**config.mk**
```make
export PLATFORM = sky130hd
export DESIGN_NAME = state_variable_filter_core_flat
export DESIGN_NICKNAME = d
export VERILOG_FILES = /design/src/hw/rtl/svf_pkg.sv /design/src/hw/rtl/svf_req_if.sv /design/src/hw/rtl/svf_rsp_if.sv /design/src/hw/rtl/state_variable_filter_core.sv /design/src/flat_wrapper.sv
export SDC_FILE = /design/constraint.sdc
export NUM_CORES = 2
export LEC_CHECK = 0
export BUFFER_PORTS_ARGS = -buffer_cell sky130_fd_sc_hd__buf_4
export CORE_ASPECT_RATIO = 1.25
export CORE_MARGIN = 2
export CORE_UTILIZATION = 50
export CTS_BUF_LIST = sky130_fd_sc_hd__clkbuf_2
export DETAILED_ROUTE_END_ITERATION = 7
export PLACE_DENSITY = 0.73
export SLEW_MARGIN = 20
export SYNTH_ARGS = -nofsm -noshare
export SYNTH_HDL_FRONTEND = slang
export SYNTH_SLANG_ARGS = --single-unit
```
**constraint.sdc**
```tcl
create_clock -name clock -period 16 [get_ports clock]
set_clock_uncertainty 0.1 [all_clocks]
set_input_delay 2.4 -clock clock [delete_from_list [all_inputs] [get_ports clock]]
set_output_delay 2.4 -clock clock [all_outputs]
set_load 0.03 [all_outputs]
```
**src/hw/rtl/svf_pkg.sv**
```systemverilog
// Shared constants and types for the state variable filter.
`default_nettype none

package svf_pkg;

   localparam int CSR_DATA_W  = 24;
   localparam int CSR_INDEX_W = 3;
   localparam int SEL_W       = 2;

   typedef logic [CSR_DATA_W-1:0]  csr_data_type;
   typedef logic [CSR_INDEX_W-1:0] csr_index_type;
   typedef logic [SEL_W-1:0]       sel_type;

   localparam csr_index_type CSR_CUTOFF_GAIN   = 3'd0;
   localparam csr_index_type CSR_DAMPING       = 3'd1;
   localparam csr_index_type CSR_NORMALIZER    = 3'd2;
   localparam csr_index_type CSR_OUTPUT_SELECT = 3'd3;

   localparam sel_type SEL_LOWPASS  = 2'd0;
   localparam sel_type SEL_BANDPASS = 2'd1;
   localparam sel_type SEL_HIGHPASS = 2'd2;

   localparam csr_data_type CUTOFF_GAIN_RESET = 24'd1048576;
   localparam csr_data_type DAMPING_RESET     = 24'd65536;
   localparam csr_data_type NORMALIZER_RESET  = 24'd8388608;
   localparam sel_type      SELECT_RESET      = SEL_LOWPASS;

   // coefficient multiplier operand: damping*16 + gain needs 29 bits
   localparam int COEF_W     = 29;
   localparam int DAMP_SHIFT = 4;
   localparam int GAIN_FRAC  = 20;
   localparam int NORM_FRAC  = 23;

endpackage

`default_nettype wire

```
**src/hw/rtl/svf_req_if.sv**
```systemverilog
// Sample input channel of the state variable filter.
`default_nettype none

interface svf_req_if #(
   parameter int SAMPLE_WIDTH = 16
) ();
   logic                           valid;
   logic                           ready;
   logic signed [SAMPLE_WIDTH-1:0] sample_in;

   modport source (output valid, output sample_in, input ready);
   modport sink   (input valid, input sample_in, output ready);
endinterface

`default_nettype wire

```
**src/hw/rtl/svf_rsp_if.sv**
```systemverilog
// Result channel of the state variable filter.
`default_nettype none

interface svf_rsp_if #(
   parameter int SAMPLE_WIDTH = 16
) ();
   logic                           valid;
   logic                           ready;
   logic signed [SAMPLE_WIDTH-1:0] lowpass_out;
   logic signed [SAMPLE_WIDTH-1:0] bandpass_out;
   logic signed [SAMPLE_WIDTH-1:0] highpass_out;
   logic signed [SAMPLE_WIDTH-1:0] selected_out;

   modport source (output valid, output lowpass_out, output bandpass_out,
                   output highpass_out, output selected_out, input ready);
   modport sink   (input valid, input lowpass_out, input bandpass_out,
                   input highpass_out, input selected_out, output ready);
endinterface

`default_nettype wire

```
**src/hw/rtl/state_variable_filter_core.sv**
```systemverilog
// Trapezoidal state variable filter core with one shared coefficient multiplier.
// A new sample is accepted only in idle, so each sample runs through the whole sequence
// before the next is taken. Four multiplies (lo half, hi half, round/saturate steps)
// plus six saturating add steps run on one sequencer.
// A full output register stalls the last step until the result beat is taken.
// Synchronous reset clears both integrators and loads the coefficient defaults.
`default_nettype none

module state_variable_filter_core #(
   parameter int SAMPLE_WIDTH = 16,
   parameter int STATE_WIDTH  = 32
) (
   input  logic                  clock,
   input  logic                  reset,
   svf_req_if.sink               req_chan,
   svf_rsp_if.source             rsp_chan,
   input  logic                  csr_write_enable,
   input  svf_pkg::csr_index_type csr_index,
   input  svf_pkg::csr_data_type  csr_write_data
);
   import svf_pkg::*;

   localparam int FRAC   = STATE_WIDTH - 9;
   localparam int SCALE  = FRAC - (SAMPLE_WIDTH - 1);
   localparam int UP     = (SCALE > 0) ? SCALE : 0;
   localparam int DN     = (SCALE < 0) ? -SCALE : 0;
   localparam int HALF_W = (STATE_WIDTH + 1) / 2;
   localparam int HIGH_W = STATE_WIDTH - HALF_W;
   localparam int PLO_W  = HALF_W + COEF_W;
   localparam int PHI_W  = HIGH_W + COEF_W;
   localparam int ACC_W  = STATE_WIDTH + COEF_W + 1;
   localparam int IN_MAG_W  = SAMPLE_WIDTH + UP + 1;
   localparam int OUT_MAG_W = STATE_WIDTH + DN + 1;

   typedef logic signed [STATE_WIDTH-1:0]  state_type;
   typedef logic signed [SAMPLE_WIDTH-1:0] sample_type;

   localparam state_type STATE_MAX = {1'b0, {(STATE_WIDTH-1){1'b1}}};
   localparam state_type STATE_MIN = {1'b1, {(STATE_WIDTH-1){1'b0}}};
   localparam sample_type SAMPLE_MAX = {1'b0, {(SAMPLE_WIDTH-1){1'b1}}};
   localparam sample_type SAMPLE_MIN = {1'b1, {(SAMPLE_WIDTH-1){1'b0}}};

   localparam logic [IN_MAG_W-1:0]  IN_RND  = IN_MAG_W'((64'd1 << DN) >> 1);
   localparam logic [OUT_MAG_W-1:0] OUT_RND = OUT_MAG_W'((64'd1 << UP) >> 1);
   localparam logic [OUT_MAG_W-1:0] OUT_MAX = OUT_MAG_W'((64'd1 << (SAMPLE_WIDTH-1)) - 64'd1);
   localparam logic [OUT_MAG_W-1:0] OUT_LIM = OUT_MAG_W'(64'd1 << (SAMPLE_WIDTH-1));
   localparam logic [ACC_W-1:0] PROD_LIM = ACC_W'(64'd1 << (STATE_WIDTH-1));
   localparam logic [ACC_W-1:0] RND_GAIN = ACC_W'(64'd1 << (GAIN_FRAC-1));
   localparam logic [ACC_W-1:0] RND_NORM = ACC_W'(64'd1 << (NORM_FRAC-1));

   localparam logic [4:0] S_IDLE   = 5'd0;
   localparam logic [4:0] S_K_LO   = 5'd1;
   localparam logic [4:0] S_K_HI   = 5'd2;
   localparam logic [4:0] S_K_FIN  = 5'd3;
   localparam logic [4:0] S_T_X    = 5'd4;
   localparam logic [4:0] S_T_S    = 5'd5;
   localparam logic [4:0] S_N_LO   = 5'd6;
   localparam logic [4:0] S_N_HI   = 5'd7;
   localparam logic [4:0] S_N_FIN  = 5'd8;
   localparam logic [4:0] S_G1_LO  = 5'd9;
   localparam logic [4:0] S_G1_HI  = 5'd10;
   localparam logic [4:0] S_G1_FIN = 5'd11;
   localparam logic [4:0] S_BP     = 5'd12;
   localparam logic [4:0] S_G2_LO  = 5'd13;
   localparam logic [4:0] S_G2_HI  = 5'd14;
   localparam logic [4:0] S_G2_FIN = 5'd15;
   localparam logic [4:0] S_LP     = 5'd16;
   localparam logic [4:0] S_FI     = 5'd17;
   localparam logic [4:0] S_SI     = 5'd18;

   function automatic state_type sat_add(state_type a, state_type b, logic sub);
      logic signed [STATE_WIDTH:0] s;
      s = sub ? ({a[STATE_WIDTH-1], a} - {b[STATE_WIDTH-1], b})
              : ({a[STATE_WIDTH-1], a} + {b[STATE_WIDTH-1], b});
      if (s[STATE_WIDTH] != s[STATE_WIDTH-1]) begin
         return s[STATE_WIDTH] ? STATE_MIN : STATE_MAX;
      end
      return s[STATE_WIDTH-1:0];
   endfunction

   function automatic state_type to_state(sample_type s);
      logic                          neg;
      logic [SAMPLE_WIDTH:0]         ext;
      logic [SAMPLE_WIDTH:0]         abs_v;
      logic [IN_MAG_W-1:0]           m;
      logic signed [IN_MAG_W:0]      sv;
      neg   = s[SAMPLE_WIDTH-1];
      ext   = {s[SAMPLE_WIDTH-1], s};
      abs_v = neg ? (~ext + 1'b1) : ext;
      m     = IN_MAG_W'(abs_v);
      m     = ((m + IN_RND) >> DN) << UP;
      sv    = neg ? -$signed({1'b0, m}) : $signed({1'b0, m});
      return STATE_WIDTH'(sv);
   endfunction

   function automatic sample_type to_out(state_type v);
      logic                   neg;
      logic [STATE_WIDTH:0]   ext;
      logic [STATE_WIDTH:0]   abs_v;
      logic [OUT_MAG_W-1:0]   m;
      neg   = v[STATE_WIDTH-1];
      ext   = {v[STATE_WIDTH-1], v};
      abs_v = neg ? (~ext + 1'b1) : ext;
      m     = OUT_MAG_W'(abs_v);
      m     = ((m + OUT_RND) >> UP) << DN;
      if (!neg && (m > OUT_MAX)) begin
         return SAMPLE_MAX;
      end
      if (neg && (m > OUT_LIM)) begin
         return SAMPLE_MIN;
      end
      return neg ? SAMPLE_WIDTH'(~m + 1'b1) : SAMPLE_WIDTH'(m);
   endfunction

   // configuration
   csr_data_type gain_ff, gain_in;
   csr_data_type damping_ff, damping_in;
   csr_data_type norm_ff, norm_in;
   sel_type      select_ff, select_in;

   // sequencer and datapath
   logic [4:0]  state_ff, state_in;
   state_type   x_ff, x_in;
   state_type   t_ff, t_in;
   state_type   hp_ff, hp_in;
   state_type   ghp_ff, ghp_in;
   state_type   bp_ff, bp_in;
   state_type   gbp_ff, gbp_in;
   state_type   lp_ff, lp_in;
   state_type   fi_ff, fi_in;
   state_type   si_ff, si_in;
   state_type   prod_ff, prod_in;
   logic [PLO_W-1:0]  plo_ff, plo_in;
   logic [PHI_W-1:0]  phi_ff, phi_in;
   logic [HIGH_W-1:0] mag_hi_ff, mag_hi_in;
   logic [COEF_W-1:0] coef_ff, coef_in;
   logic              neg_ff, neg_in;
   logic              norm_shift_ff, norm_shift_in;

   // result register
   logic        rsp_valid_ff, rsp_valid_in;
   sample_type  lp_out_ff, lp_out_in;
   sample_type  bp_out_ff, bp_out_in;
   sample_type  hp_out_ff, hp_out_in;
   sample_type  sel_out_ff, sel_out_in;

   logic              req_acc;
   logic              is_lo;
   logic              is_hi;
   logic              is_fin;
   logic              advance;
   state_type         op_a;
   logic [COEF_W-1:0] c_sel;
   logic [COEF_W-1:0] k_coef;
   logic [STATE_WIDTH:0] op_ext;
   logic [STATE_WIDTH:0] op_abs;
   logic [HALF_W-1:0] mul_x;
   logic [COEF_W-1:0] mul_c;
   logic [PLO_W-1:0]  mul_p;
   logic [ACC_W-1:0]  acc_sum;
   logic [ACC_W-1:0]  acc_shr;
   state_type         fin_val;
   state_type         add_a;
   state_type         add_b;
   logic              add_sub;
   state_type         add_y;
   sample_type        lp_conv;
   sample_type        bp_conv;
   sample_type        hp_conv;

   assign req_chan.ready = (state_ff == S_IDLE);
   assign req_acc        = req_chan.valid && req_chan.ready;
   assign advance        = !rsp_valid_ff || rsp_chan.ready;

   assign rsp_chan.valid        = rsp_valid_ff;
   assign rsp_chan.lowpass_out  = lp_out_ff;
   assign rsp_chan.bandpass_out = bp_out_ff;
   assign rsp_chan.highpass_out = hp_out_ff;
   assign rsp_chan.selected_out = sel_out_ff;

   assign is_lo  = (state_ff == S_K_LO) || (state_ff == S_N_LO) ||
                   (state_ff == S_G1_LO) || (state_ff == S_G2_LO);
   assign is_hi  = (state_ff == S_K_HI) || (state_ff == S_N_HI) ||
                   (state_ff == S_G1_HI) || (state_ff == S_G2_HI);
   assign is_fin = (state_ff == S_K_FIN) || (state_ff == S_N_FIN) ||
                   (state_ff == S_G1_FIN) || (state_ff == S_G2_FIN);

   assign k_coef = (COEF_W'(damping_ff) << DAMP_SHIFT) + COEF_W'(gain_ff);

   // multiplier operand select
   always_comb begin
      op_a  = fi_ff;
      c_sel = k_coef;
      case (state_ff)
         S_N_LO: begin
            op_a  = t_ff;
            c_sel = COEF_W'(norm_ff);
         end
         S_G1_LO: begin
            op_a  = prod_ff;
            c_sel = COEF_W'(gain_ff);
         end
         S_G2_LO: begin
            op_a  = bp_ff;
            c_sel = COEF_W'(gain_ff);
         end
         default: begin
            op_a  = fi_ff;
            c_sel = k_coef;
         end
      endcase
   end

   assign op_ext = {op_a[STATE_WIDTH-1], op_a};
   assign op_abs = op_a[STATE_WIDTH-1] ? (~op_ext + 1'b1) : op_ext;
   assign mul_x  = is_lo ? op_abs[HALF_W-1:0] : HALF_W'(mag_hi_ff);
   assign mul_c  = is_lo ? c_sel : coef_ff;
   assign mul_p  = mul_x * mul_c;

   // exact product, round half away from zero on the magnitude, saturate
   assign acc_sum = ACC_W'(plo_ff) + (ACC_W'(phi_ff) << HALF_W) +
                    (norm_shift_ff ? RND_NORM : RND_GAIN);
   assign acc_shr = norm_shift_ff ? (acc_sum >> NORM_FRAC) : (acc_sum >> GAIN_FRAC);

   always_comb begin
      if (acc_shr >= PROD_LIM) begin
         fin_val = neg_ff ? STATE_MIN : STATE_MAX;
      end else begin
         fin_val = neg_ff ? STATE_WIDTH'(~acc_shr + 1'b1) : STATE_WIDTH'(acc_shr);
      end
   end

   // shared saturating adder
   always_comb begin
      add_a   = gbp_ff;
      add_b   = lp_ff;
      add_sub = 1'b0;
      case (state_ff)
         S_T_X: begin
            add_a   = x_ff;
            add_b   = prod_ff;
            add_sub = 1'b1;
         end
         S_T_S: begin
            add_a   = t_ff;
            add_b   = si_ff;
            add_sub = 1'b1;
         end
         S_BP: begin
            add_a = prod_ff;
            add_b = fi_ff;
         end
         S_LP: begin
            add_a = prod_ff;
            add_b = si_ff;
         end
         S_FI: begin
            add_a = ghp_ff;
            add_b = bp_ff;
         end
         default: begin
            add_a = gbp_ff;
            add_b = lp_ff;
         end
      endcase
   end

   assign add_y = sat_add(add_a, add_b, add_sub);

   assign lp_conv = to_out(lp_ff);
   assign bp_conv = to_out(bp_ff);
   assign hp_conv = to_out(hp_ff);

   // configuration writes
   always_comb begin
      gain_in    = gain_ff;
      damping_in = damping_ff;
      norm_in    = norm_ff;
      select_in  = select_ff;
      if (csr_write_enable) begin
         case (csr_index)
            CSR_CUTOFF_GAIN:   gain_in    = csr_write_data;
            CSR_DAMPING:       damping_in = csr_write_data;
            CSR_NORMALIZER:    norm_in    = csr_write_data;
            CSR_OUTPUT_SELECT: select_in  = csr_write_data[SEL_W-1:0];
            default: begin
               gain_in = gain_ff;
            end
         endcase
      end
   end

   // sequencer
   always_comb begin
      state_in = state_ff;
      case (state_ff)
         S_IDLE:   state_in = req_acc ? S_K_LO : S_IDLE;
         S_K_LO:   state_in = S_K_HI;
         S_K_HI:   state_in = S_K_FIN;
         S_K_FIN:  state_in = S_T_X;
         S_T_X:    state_in = S_T_S;
         S_T_S:    state_in = S_N_LO;
         S_N_LO:   state_in = S_N_HI;
         S_N_HI:   state_in = S_N_FIN;
         S_N_FIN:  state_in = S_G1_LO;
         S_G1_LO:  state_in = S_G1_HI;
         S_G1_HI:  state_in = S_G1_FIN;
         S_G1_FIN: state_in = S_BP;
         S_BP:     state_in = S_G2_LO;
         S_G2_LO:  state_in = S_G2_HI;
         S_G2_HI:  state_in = S_G2_FIN;
         S_G2_FIN: state_in = S_LP;
         S_LP:     state_in = S_FI;
         S_FI:     state_in = S_SI;
         S_SI:     state_in = advance ? S_IDLE : S_SI;
         default:  state_in = S_IDLE;
      endcase
   end

   // datapath registers
   always_comb begin
      x_in          = x_ff;
      t_in          = t_ff;
      hp_in         = hp_ff;
      ghp_in        = ghp_ff;
      bp_in         = bp_ff;
      gbp_in        = gbp_ff;
      lp_in         = lp_ff;
      fi_in         = fi_ff;
      si_in         = si_ff;
      prod_in       = prod_ff;
      plo_in        = plo_ff;
      phi_in        = phi_ff;
      mag_hi_in     = mag_hi_ff;
      coef_in       = coef_ff;
      neg_in        = neg_ff;
      norm_shift_in = norm_shift_ff;
      if (req_acc) begin
         x_in = to_state(req_chan.sample_in);
      end
      if (is_lo) begin
         plo_in        = mul_p;
         mag_hi_in     = op_abs[STATE_WIDTH-1:HALF_W];
         coef_in       = c_sel;
         neg_in        = op_a[STATE_WIDTH-1];
         norm_shift_in = (state_ff == S_N_LO);
      end
      if (is_hi) begin
         phi_in = PHI_W'(mul_p);
      end
      if (is_fin) begin
         prod_in = fin_val;
      end
      case (state_ff)
         S_T_X:   t_in = add_y;
         S_T_S:   t_in = add_y;
         S_G1_LO: hp_in = prod_ff;
         S_BP: begin
            bp_in  = add_y;
            ghp_in = prod_ff;
         end
         S_LP: begin
            lp_in  = add_y;
            gbp_in = prod_ff;
         end
         S_FI:    fi_in = add_y;
         S_SI: begin
            if (advance) begin
               si_in = add_y;
            end
         end
         default: begin
            t_in = t_ff;
         end
      endcase
   end

   // result register
   always_comb begin
      rsp_valid_in = rsp_valid_ff;
      lp_out_in    = lp_out_ff;
      bp_out_in    = bp_out_ff;
      hp_out_in    = hp_out_ff;
      sel_out_in   = sel_out_ff;
      if (rsp_chan.ready) begin
         rsp_valid_in = 1'b0;
      end
      if ((state_ff == S_SI) && advance) begin
         rsp_valid_in = 1'b1;
         lp_out_in    = lp_conv;
         bp_out_in    = bp_conv;
         hp_out_in    = hp_conv;
         case (select_ff)
            SEL_LOWPASS:  sel_out_in = lp_conv;
            SEL_BANDPASS: sel_out_in = bp_conv;
            default:      sel_out_in = hp_conv;
         endcase
      end
   end

   always_ff @(posedge clock) begin
      if (reset) begin
         state_ff     <= S_IDLE;
         rsp_valid_ff <= 1'b0;
         fi_ff        <= '0;
         si_ff        <= '0;
         gain_ff      <= CUTOFF_GAIN_RESET;
         damping_ff   <= DAMPING_RESET;
         norm_ff      <= NORMALIZER_RESET;
         select_ff    <= SELECT_RESET;
      end else begin
         state_ff     <= state_in;
         rsp_valid_ff <= rsp_valid_in;
         fi_ff        <= fi_in;
         si_ff        <= si_in;
         gain_ff      <= gain_in;
         damping_ff   <= damping_in;
         norm_ff      <= norm_in;
         select_ff    <= select_in;
      end
   end

   always_ff @(posedge clock) begin
      x_ff          <= x_in;
      t_ff          <= t_in;
      hp_ff         <= hp_in;
      ghp_ff        <= ghp_in;
      bp_ff         <= bp_in;
      gbp_ff        <= gbp_in;
      lp_ff         <= lp_in;
      prod_ff       <= prod_in;
      plo_ff        <= plo_in;
      phi_ff        <= phi_in;
      mag_hi_ff     <= mag_hi_in;
      coef_ff       <= coef_in;
      neg_ff        <= neg_in;
      norm_shift_ff <= norm_shift_in;
      lp_out_ff     <= lp_out_in;
      bp_out_ff     <= bp_out_in;
      hp_out_ff     <= hp_out_in;
      sel_out_ff    <= sel_out_in;
   end

`ifndef ASSERT_OFF
   a_accept_starts: assert property (@(posedge clock) disable iff (reset)
      req_acc |=> (state_ff == S_K_LO))
      else $error("accepted beat did not start the sequence");

   a_fi_hold: assert property (@(posedge clock) disable iff (reset)
      (state_ff != S_FI) |=> $stable(fi_ff))
      else $error("first integrator changed outside its update step");

   a_si_hold: assert property (@(posedge clock) disable iff (reset)
      !((state_ff == S_SI) && advance) |=> $stable(si_ff))
      else $error("second integrator changed outside its update step");

   a_sel_match: assert property (@(posedge clock) disable iff (reset)
      rsp_valid_ff |-> ((sel_out_ff == lp_out_ff) || (sel_out_ff == bp_out_ff) ||
                        (sel_out_ff == hp_out_ff)))
      else $error("selected output matches no response");

   a_result_load: assert property (@(posedge clock) disable iff (reset)
      ((state_ff == S_SI) && advance) |=> (rsp_valid_ff && (state_ff == S_IDLE)))
      else $error("result beat not loaded at end of sequence");
`endif

endmodule

`default_nettype wire

```
**src/flat_wrapper.sv**
```systemverilog
// flat-port wrapper written by rule: the top's interface ports become plain ports
module state_variable_filter_core_flat import svf_pkg::*;
#(
   parameter int SAMPLE_WIDTH = 16,
   parameter int STATE_WIDTH  = 32
)
  (clock, reset, csr_write_enable, csr_index, csr_write_data, req_chan_valid, req_chan_sample_in, req_chan_ready, rsp_chan_valid, rsp_chan_lowpass_out, rsp_chan_bandpass_out, rsp_chan_highpass_out, rsp_chan_selected_out, rsp_chan_ready);
  svf_req_if #(.SAMPLE_WIDTH(SAMPLE_WIDTH)) req_chan_i ();
  svf_rsp_if #(.SAMPLE_WIDTH(SAMPLE_WIDTH)) rsp_chan_i ();
  input  logic clock;
  input  logic reset;
  input  logic csr_write_enable;
  input  svf_pkg::csr_index_type csr_index;
  input  svf_pkg::csr_data_type csr_write_data;
  input wire logic [$bits(req_chan_i.valid)-1:0] req_chan_valid;
  input wire logic [$bits(req_chan_i.sample_in)-1:0] req_chan_sample_in;
  output wire logic [$bits(req_chan_i.ready)-1:0] req_chan_ready;
  output wire logic [$bits(rsp_chan_i.valid)-1:0] rsp_chan_valid;
  output wire logic [$bits(rsp_chan_i.lowpass_out)-1:0] rsp_chan_lowpass_out;
  output wire logic [$bits(rsp_chan_i.bandpass_out)-1:0] rsp_chan_bandpass_out;
  output wire logic [$bits(rsp_chan_i.highpass_out)-1:0] rsp_chan_highpass_out;
  output wire logic [$bits(rsp_chan_i.selected_out)-1:0] rsp_chan_selected_out;
  input wire logic [$bits(rsp_chan_i.ready)-1:0] rsp_chan_ready;
  assign req_chan_i.valid = req_chan_valid;
  assign req_chan_i.sample_in = req_chan_sample_in;
  assign req_chan_ready = req_chan_i.ready;
  assign rsp_chan_valid = rsp_chan_i.valid;
  assign rsp_chan_lowpass_out = rsp_chan_i.lowpass_out;
  assign rsp_chan_bandpass_out = rsp_chan_i.bandpass_out;
  assign rsp_chan_highpass_out = rsp_chan_i.highpass_out;
  assign rsp_chan_selected_out = rsp_chan_i.selected_out;
  assign rsp_chan_i.ready = rsp_chan_ready;
  state_variable_filter_core #(.SAMPLE_WIDTH(SAMPLE_WIDTH), .STATE_WIDTH(STATE_WIDTH)) u_core (.clock(clock), .reset(reset), .req_chan(req_chan_i), .rsp_chan(rsp_chan_i), .csr_write_enable(csr_write_enable), .csr_index(csr_index), .csr_write_data(csr_write_data));
endmodule
```
==> results.cfg <==
[setup_path]
path_max_fanout = 50
cp_common_cell = fa_1
crit_path_start = u_core.state_ff[2]
cp-start-kind = register
crit_slowest_cell = o41ai_1
critPathRequiredTime_ns = 17.07
crit_type = register to register
arrival_ns = 12.62
critical-path-max-stage-delay_ns = 0.65
end_kind = register
r2r-start = u_core.state_ff[2]

[floorplanning]
die_h_microns = 360.1
ios = 114
start_util_pct = 50.46
coreArea_sq_um = 100500
die_area_sq_um = 104000
rows = 130
die_x_microns = 288.9

[timing]
whs_ns = 0.3595
worst_pin_slew_ns = 1.152
max_freq_ghz = 0.08657
finalCritPeriodShare_pct = 72.20
fin_tns_setup_ns = 0
rsz0062_at_grt = false
slew_headroom_pct = 22.59
finalMaxSlewViolations = 0
hold_violations = 0
setup_viol = 0
post-route-min-period_ns = 11.55

[global_routing]
grt_pass1_vias = 43600
grt_start_max_net_pins = 93
grt_pass1_wl_mm = 252.9
overflow = 0
antenna_found_initial = 3
grt_usage_pct = 31.73

[clocking]
cts_tree = yes
clockBufferDepth = 3
root_buffer = clkbuf_2
cts_resized = 0
cts_made_buffers = 139
clkTransAtPathRegs_ns = 0.10
post_cts_buffers = 0
htreeDepth = 4
hold_buffers = 0
cts_sinks = 571
clkLatencyLatePin_ns = 1.47

[synthesis]
yosysWarnings = 0
synth-async-reset-ratio_pct = 0
synth_seq_area_share_pct = 30.39
synth_ff_type = edfxtp_1
synth.avg_cell_area_sq_um = 8.967
ys_types = 97
synth_edf_count = 398
synth_cells = 5657
syn_area_sq_um = 50730
ys_ff_latch = 571
synth_nets = 6322

[pwr]
total_power_mw = 7.142
p_int_mw = 3.771
p_sw_share_pct = 47.21
p_clk_share_pct = 14.9
pwr-share-comb_pct = 58.1
peakVddDrop_mv = 0.2070
power.leakage_nw = 22.31
powerDensity_nw_per_um2 = 131.4
p_sw_mw = 3.371
seqPwrFrac_pct = 27.0

[final_layout]
layout.cells.non_filler = 7133
area_growth_pct = 7.188
final_util_pct = 54.09
finalNetCount = 6370
fillCellCount = 9234
final_layout_size_suffix_gt1_share_pct = 9.880

[drt]
routed_wl_mm = 165.9
first_pass_iters = 8
vias = 44270
drt_iter0_drc = 4364
drc = 6
ant_nets = 0
wl_per_cell_microns = 23.26
via_per_inst = 6.207

[placement]
placedCellCount = 6884
hpwl_mm = 124.0
place.gp.congestion = 1.053
port_buffers = 113

[outcome]
status = finished, violations left
violations = DRC

[worst_hold_path]
hold_class = register to register
min-delay-start = u_core.gain_ff[0]

[run]
cap_violations = 0
[cell usage after synthesis, types with 97 or more instances]
cell / count / area share, %
nand2_1: 837 / 6.2
nor3_1: 101 / 1.0
ha_1: 237 / 5.8
edfxtp_1: 398 / 24
fa_1: 380 / 15
inv_1: 564 / 4.2
a21oi_1: 319 / 3.1
and2_1: 104 / 1.3
dfxtp_1: 173 / 6.8
clkbuf_1: 275 / 2.0
o21ai_0: 278 / 2.7
nand3_1: 125 / 1.2
xor2_1: 97 / 1.7
xnor2_1: 199 / 3.4
nor2_1: 294 / 2.2
[worst max-delay path, delay by kind of cell, from the launching register on]
| family | cells | cell delay (ns) |
|---|---|---|
| fa+ha+maj | 7 | 3.53 |
| compound gates | 13 | 4.05 |
| xor+xnor | 2 | 0.35 |
| flops | 1 | 0.32 |
| simple gates | 8 | 1.90 |
| buf+inv | 5 | 1.00 |
[metal layers]
metal / track usage, % / wire length [microns] / vias to the layer above
li1: - / - / 20130
met1: 34.46 / 56740 / 21350
met2: 53.63 / 80820 / 2143
met3: 6.369 / 13270 / 651
met4: 25.14 / 15060 / 0
met5: 0 / 0 / -
[cell type report]
type	instances	area [sq um]	share of cell area, %
diodes	3	7.507	0.01381
clock buffers	197	985.9	1.813
clock inverters	49	384.1	0.7065
inverters	570	2140	3.935
multi-input cells	4210	32190	59.20
flip-flops and latches	571	15420	28.35
well taps	1320	1652	3.038
repair buffers	213	1599	2.941
[cell usage in the layout, fill, tap and decap left out, types with 125 or more instances in the layout]
cell type | netlist | final
clkbuf_2 | 2 | 197
o21ai_0 | 278 | 276
edfxtp_1 | 398 | 398
nor2_1 | 294 | 284
xnor2_1 | 199 | 197
ha_1 | 237 | 237
inv_1 | 564 | 563
nand3_1 | 125 | 125
a21oi_1 | 319 | 318
nand2_1 | 837 | 837
fa_1 | 380 | 380
dfxtp_1 | 173 | 172
buf_4 | 1 | 213
[cells by family after synthesis]
group	Yosys count	synth area share (%)
AOI/OAI and AO/OA	1329	17.72
muxes	78	1.638
and+or+nand+nor	1880	17.52
buffers and inverters	876	6.556
DFF	571	30.39
xor gates and xnor gates	297	5.155
adders and majority gates	626	21.02
[power groups by stage]
stage	logic, mW	clock network [mW]	registers, mW
final	4.15	1.06	1.93
after global routing	4.62	1.15	1.93
after CTS	4.13	1.08	1.93
after detailed placement	4.11	0	1.96
after global placement	4.04	0	1.96
after floorplan	2.91	0	1.92
[path summary, 6_finish.rpt]
path | depth (start not counted) | to | slack (ns)
setup reg to reg | 35 | u_core.phi_ff[44] | 4.45
hold / removal | 2 | u_core.gain_ff[0] | 0.36
setup / recovery | 35 | u_core.phi_ff[44] | 4.45
hold reg to reg | 2 | u_core.gain_ff[0] | 0.36
[stage by stage]
step / worst slack, ns / instance area, sq um
final: 4.449 / 54370
after CTS: 4.635 / 54350
after floorplan: 4.224 / 50730
after global placement: 4.889 / 52980
after global routing: 3.869 / 54370
after detailed placement: 4.641 / 52980
[state kept, by name (all words and copies together), names as in the netlist, 32 cells and up]
| register | count |
|---|---|
| u_core.t_ff | 32 |
| u_core.phi_ff | 45 |
| u_core.prod_ff | 32 |
| u_core.bp_ff | 32 |
| u_core.fi_ff | 32 |
| u_core.ghp_ff | 32 |
| u_core.lp_ff | 32 |
| u_core.si_ff | 32 |
| u_core.gbp_ff | 32 |
| u_core.hp_ff | 32 |
No activity file was read; power rests on OpenSTA's default activity.
